### src/sv/rrlus_ram.sv
`timescale 1ns / 1ps
module rrlus_ram #(
	parameter int Width = 8,
	parameter int Depth = 16
) (
	input  logic                     clk,
	input  logic                     we,
	input  logic [$clog2(Depth)-1:0] waddr,
	input  logic [Width-1:0]         wdata,
	input  logic [$clog2(Depth)-1:0] raddr,
	output logic [Width-1:0]         rdata
);
	logic [Width-1:0] mem [Depth];

	always_ff @(posedge clk) begin
		if (we) begin
			mem[waddr] <= wdata;
		end
		rdata <= mem[raddr];
	end
endmodule

### config.mk
export PLATFORM = sky130hd
export DESIGN_NAME = rrlus_ram
export DESIGN_NICKNAME = d
export VERILOG_FILES = /design/src/sv/rrlus_ram.sv
export SDC_FILE = /design/constraint.sdc
export NUM_CORES = 1
export LEC_CHECK = 0
export ABC_CLOCK_PERIOD_IN_PS = 1950
export BUFFER_PORTS_ARGS = -buffer_cell sky130_fd_sc_hd__buf_2
export CORE_MARGIN = 5
export CORE_UTILIZATION = 60
export CTS_CLUSTER_DIAMETER = 100
export CTS_CLUSTER_SIZE = 25
export DETAILED_ROUTE_END_ITERATION = 10
export PLACE_DENSITY = 0.77
export SLEW_MARGIN = 20
export SYNTH_ARGS = -nofsm -noshare
export SYNTH_HDL_FRONTEND = slang
export SYNTH_SLANG_ARGS = --single-unit
export TNS_END_PERCENT = 20
### constraint.sdc
create_clock -name clk -period 1.95 [get_ports clk]
set_input_delay 0.2925 -clock clk [delete_from_list [all_inputs] [get_ports clk]]
set_output_delay 0.2925 -clock clk [all_outputs]
set_load 0.01 [all_outputs]
== Yosys cells after proc, flatten, opt, wreduce, memory -nomap -nowiden ==
Memory sizes are Yosys's and may differ from the RTL's. A register that Yosys moved wholly into a read port is not among the register bits.
Index checks and enable logic that the tools add are counted.

* Memories: 1
* Logic and storage cells: 3
* Latch bits: 0
* Memory bits (writable): 128
* Bits in read-only memories: 0
* Flip-flop bits (word level): 0
* Output and inout port bits: 8

{| class="wikitable"
|+ Memory list
! memory !! words !! width !! read ports !! clocked after Yosys merged registers in !! write ports !! line !! RTL
|-
| mem || 16 || 8 || 1 || 1 || 1 || 13 || <nowiki>logic [Width-1:0] mem [Depth];</nowiki>
|}

* Order comparisons: 0
* Divide/modulo/power cells: 0
* Multipliers: 0
* Reduce and logical (&&, ||, !) cells: 0
* Shift operators: 0
* $add $sub $neg: 0
* Multiplexer cells: 2
* Bitwise gates (word level): 0
* Equality and inequality tests: 0

{| class="wikitable"
|+ Operator list
! kind !! number
|-
| $mux 1 || 2
|}

== Depth between registers and ports, before layout ==
* Word-level depth: 2
* Gate-level depth with buffers: 5

== Least setup slack after synthesis ==
No wires, ideal clock.

* Kind: in2reg
* Start: input port waddr[2]
* End: memory mem[0][0] (enable)
* Slack: 0.165 ns
* Path buffers: 0
* Stages on the path: 2
* Arrival: 1.402 ns
* Path through: or3b_2 -> nor3_1

{| class="wikitable"
|+ RTL lines
! item !! line !! RTL
|-
| start: declaration || 8 || <nowiki>input logic [$clog2(Depth)-1:0] waddr,</nowiki>
|-
| end: declaration || 13 ||
|}

Straight into the memory's write port.

==> run summary <==
status: finished, final reports clean
vias per inst: 6.090
layout cells sized above 1: 32.32%
flop2flop setup slack: 0.55 ns
Num CTS Buffers: 17
post-synthesis sequential area ratio: 77.78%
setup_tns: 0 ns
Worst Setup SP: mem[4][3]
via count: 2,448
dpl cells: 370
Startpoint Class: flop
drt drc: 0
Hold Buf Count CTS: 0
Clock Skew: 0.007675 ns
type of the worst min-delay path: primary input to flop
synthesized area: 5147 um2
adder-cell share of the synthesized area: 0%
Setup Viol. Count Final: 0
CP Data Arrival Time: 1.79 ns
global-route wire length before repair: 14.88 mm
clk slew on worst S/H paths: 0.06 ns
Initial Util: 62.02%
Layout Cells excl Fill: 402
gr ovfl total: 0
worst vdd ir: 1.009 mV
Max Cap Violations: 0
Synth Warn #: 0
#FFs+latches synth: 136
final hold violations: 0
PortBufs: 25
io pins: 26
Die ar.: 10,530 um2
worst r2r src: mem[4][3]
CTS tree: done
initial antenna violation count: 0
post-DP HPWL: 5.838 mm
Die H: 102.6 um
Buf/Inv on CP: 0
simple-gate portion of the synthesized area: 3.184%
diode count: 0
1st-iter DRT viols: 132
stages on the worst setup path: 3
Core Box Area: 8299 um2
Layout Nets: 302
largest net degree at the start of global routing: 33
WL/cell: 23.45 um
CTS Sinks: 136
crit path max-delay cell type: mux4_1
worst skew pair latency: 0.51 ns
critical path peak fanout: 1
vias in the first global route: 2,587
htree depth: 4
CTS Buffer Depth: 2
global placement routability congestion: 0.7891
reg-to-reg endpoint: rdata[3]
CP max stage delay: 0.53 ns
crit-path leading delay family: multiplexers
reg2reg path depth: 3
f_max: 714.6 MHz
die width: 102.6 um
Worst-Margin Slew: 0.5844 ns
Setup Fix Bufs, Post-CTS: 0
GRT Resource Usage Total: 20.42%
Slew Viols, Final: 0
CP Capture Type: flop
critical path, cell by cell: mux4_1 -> a22oi_1 -> nand2_1
PwrDens: 1106 nW/um2
synth unique cells: 19
WS Path Type: flop to flop
Lkg Pwr: 2.096 nW
worst path required time: 2.34 ns
drt pass-1 iters: 4
Area growth, synth to finish: 18.81%
xor-xnor portion of the synthesized cell area: 0%
Total Wirelength: 9.425 mm
Setup crit end: rdata[3]
RSZ-0062 raised after global routing: false
Synthesized Nets: 247
minimum clock period: 1.399 ns
Row Count: 33
Synth Area in Compound Gates: 2.333%
multiplexer share of the synthesized area: 15.02%
cell count after synthesis: 229
PostCTS Resize Cnt: 0
syn_area_per_cell: 22.48 um2
slew margin rel.: 60.89%
root buffer cell: clkbuf_8
largest family of logic cells by synthesized area: multiplexers
fin crit share: 71.76%
Routed Antenna Nets: 0
-- through the flow --
stage	util [%]	hold WS [ns]	total power, W	area (um2)	setup WS [ns]
after global routing	73.69	0.1517	0.006994	6116	0.4745
after global placement	66.43	0.6479	0.003645	5513	0.2520
final	73.69	0.1568	0.006765	6116	0.5506
after CTS	73.69	0.1423	0.006817	6116	0.5860
after detailed placement	66.43	0.6640	0.003659	5513	0.2303
after floorplan	-	0.3914	0.003518	5147	0.1646
-- flip-flops by register name (all words and copies together) (netlist names) --
signal  cells
rdata       8
mem       128
-- synthesized netlist by cell type --
library cell     count  area share, %
buf_4                1           0.15
and2_1               1           0.12
nand2_1              9           0.66
nor2b_1              1           0.12
buf_2                3           0.29
nand2b_1             2           0.24
a22oi_1             16            2.3
nor2_1              13           0.95
nor3_1               4           0.39
mux4_1              14            7.1
or3b_2               1           0.17
and2b_1              1           0.15
dfxtp_1              8            3.1
nand3_1              1          0.097
buf_6                3           0.66
mux4_2              18            7.9
nand3b_1             2           0.29
clkdlybuf4s25_2      3           0.58
edfxtp_1           128             75
-- worst reg2reg max path, stage by stage (launching register included) --
cell and delay [ns]:
edfxtp_1 0.38, mux4_1 0.53, a22oi_1 0.29, nand2_1 0.09
-- placed cells by master (no fill, tap or decap) --
cell | synthesis | final
edfxtp_1 | 128 | 128
nand2_1 | 9 | 9
clkinvlp_4 | 0 | 5
or3b_2 | 1 | 1
clkbuf_1 | 0 | 1
mux4_2 | 18 | 18
a22oi_1 | 16 | 16
clkbuf_8 | 0 | 2
nand3b_1 | 2 | 2
nor2_1 | 13 | 13
buf_2 | 3 | 25
dfxtp_1 | 8 | 8
buf_4 | 1 | 18
and2b_1 | 1 | 1
mux4_1 | 14 | 14
bufinv_16 | 0 | 3
nor2b_1 | 1 | 1
buf_12 | 0 | 3
nor3_1 | 4 | 4
and2_1 | 1 | 1
nand3_1 | 1 | 1
clkinv_4 | 0 | 4
nand2b_1 | 2 | 2
clkbuf_16 | 0 | 16
inv_6 | 0 | 1
-- final cells by class --
class | instances | area [um2]
Multi-Input combinational cell | 83 | 1057
Fill cell | 460 | 2183
Sequential cell | 136 | 4004
Tap cell | 105 | 131.4
Timing Repair Buffer | 46 | 320.3
Clock inverter | 13 | 171.4
Clock buffer | 19 | 431.7
-- power breakdown --
group | internal [W] | switching (W) | total (W)
Clock | 0.00199 | 0.00118 | 0.00317
Combinational | 0.000136 | 0.000173 | 0.000309
Sequential | 0.00327 | 0.0000195 | 0.00329
-- kinds of logic after synthesis --
group                  Yosys count
and+or+nand+nor                 35
buffers and inverters           10
DFF                            136
muxes                           32
AOI/OAI and AO/OA               16
-- how the worst min path moves through the flow --
| stage | cells past startpoint | to | startpoint |
|---|---|---|---|
| 6_report | 1 | mem[2][4] | wdata[4] |
| 5_1_grt | 1 | mem[13][4] | wdata[4] |
| 4_1_cts | 1 | mem[13][4] | wdata[4] |
| 3_5_place_dp | 3 | rdata[0] | mem[14][0] |
| 3_3_place_gp | 3 | rdata[3] | mem[11][3] |
| 2_1_floorplan | 0 | mem[0][0] | wdata[0] |
-- routing by layer --
metal	track usage [%]	wire length, um
met5	0	0
met4	6.660	82
met3	5.142	720
met2	31.98	4748
met1	28.75	3873
Note: power is estimated with default switching activity, not from simulation.
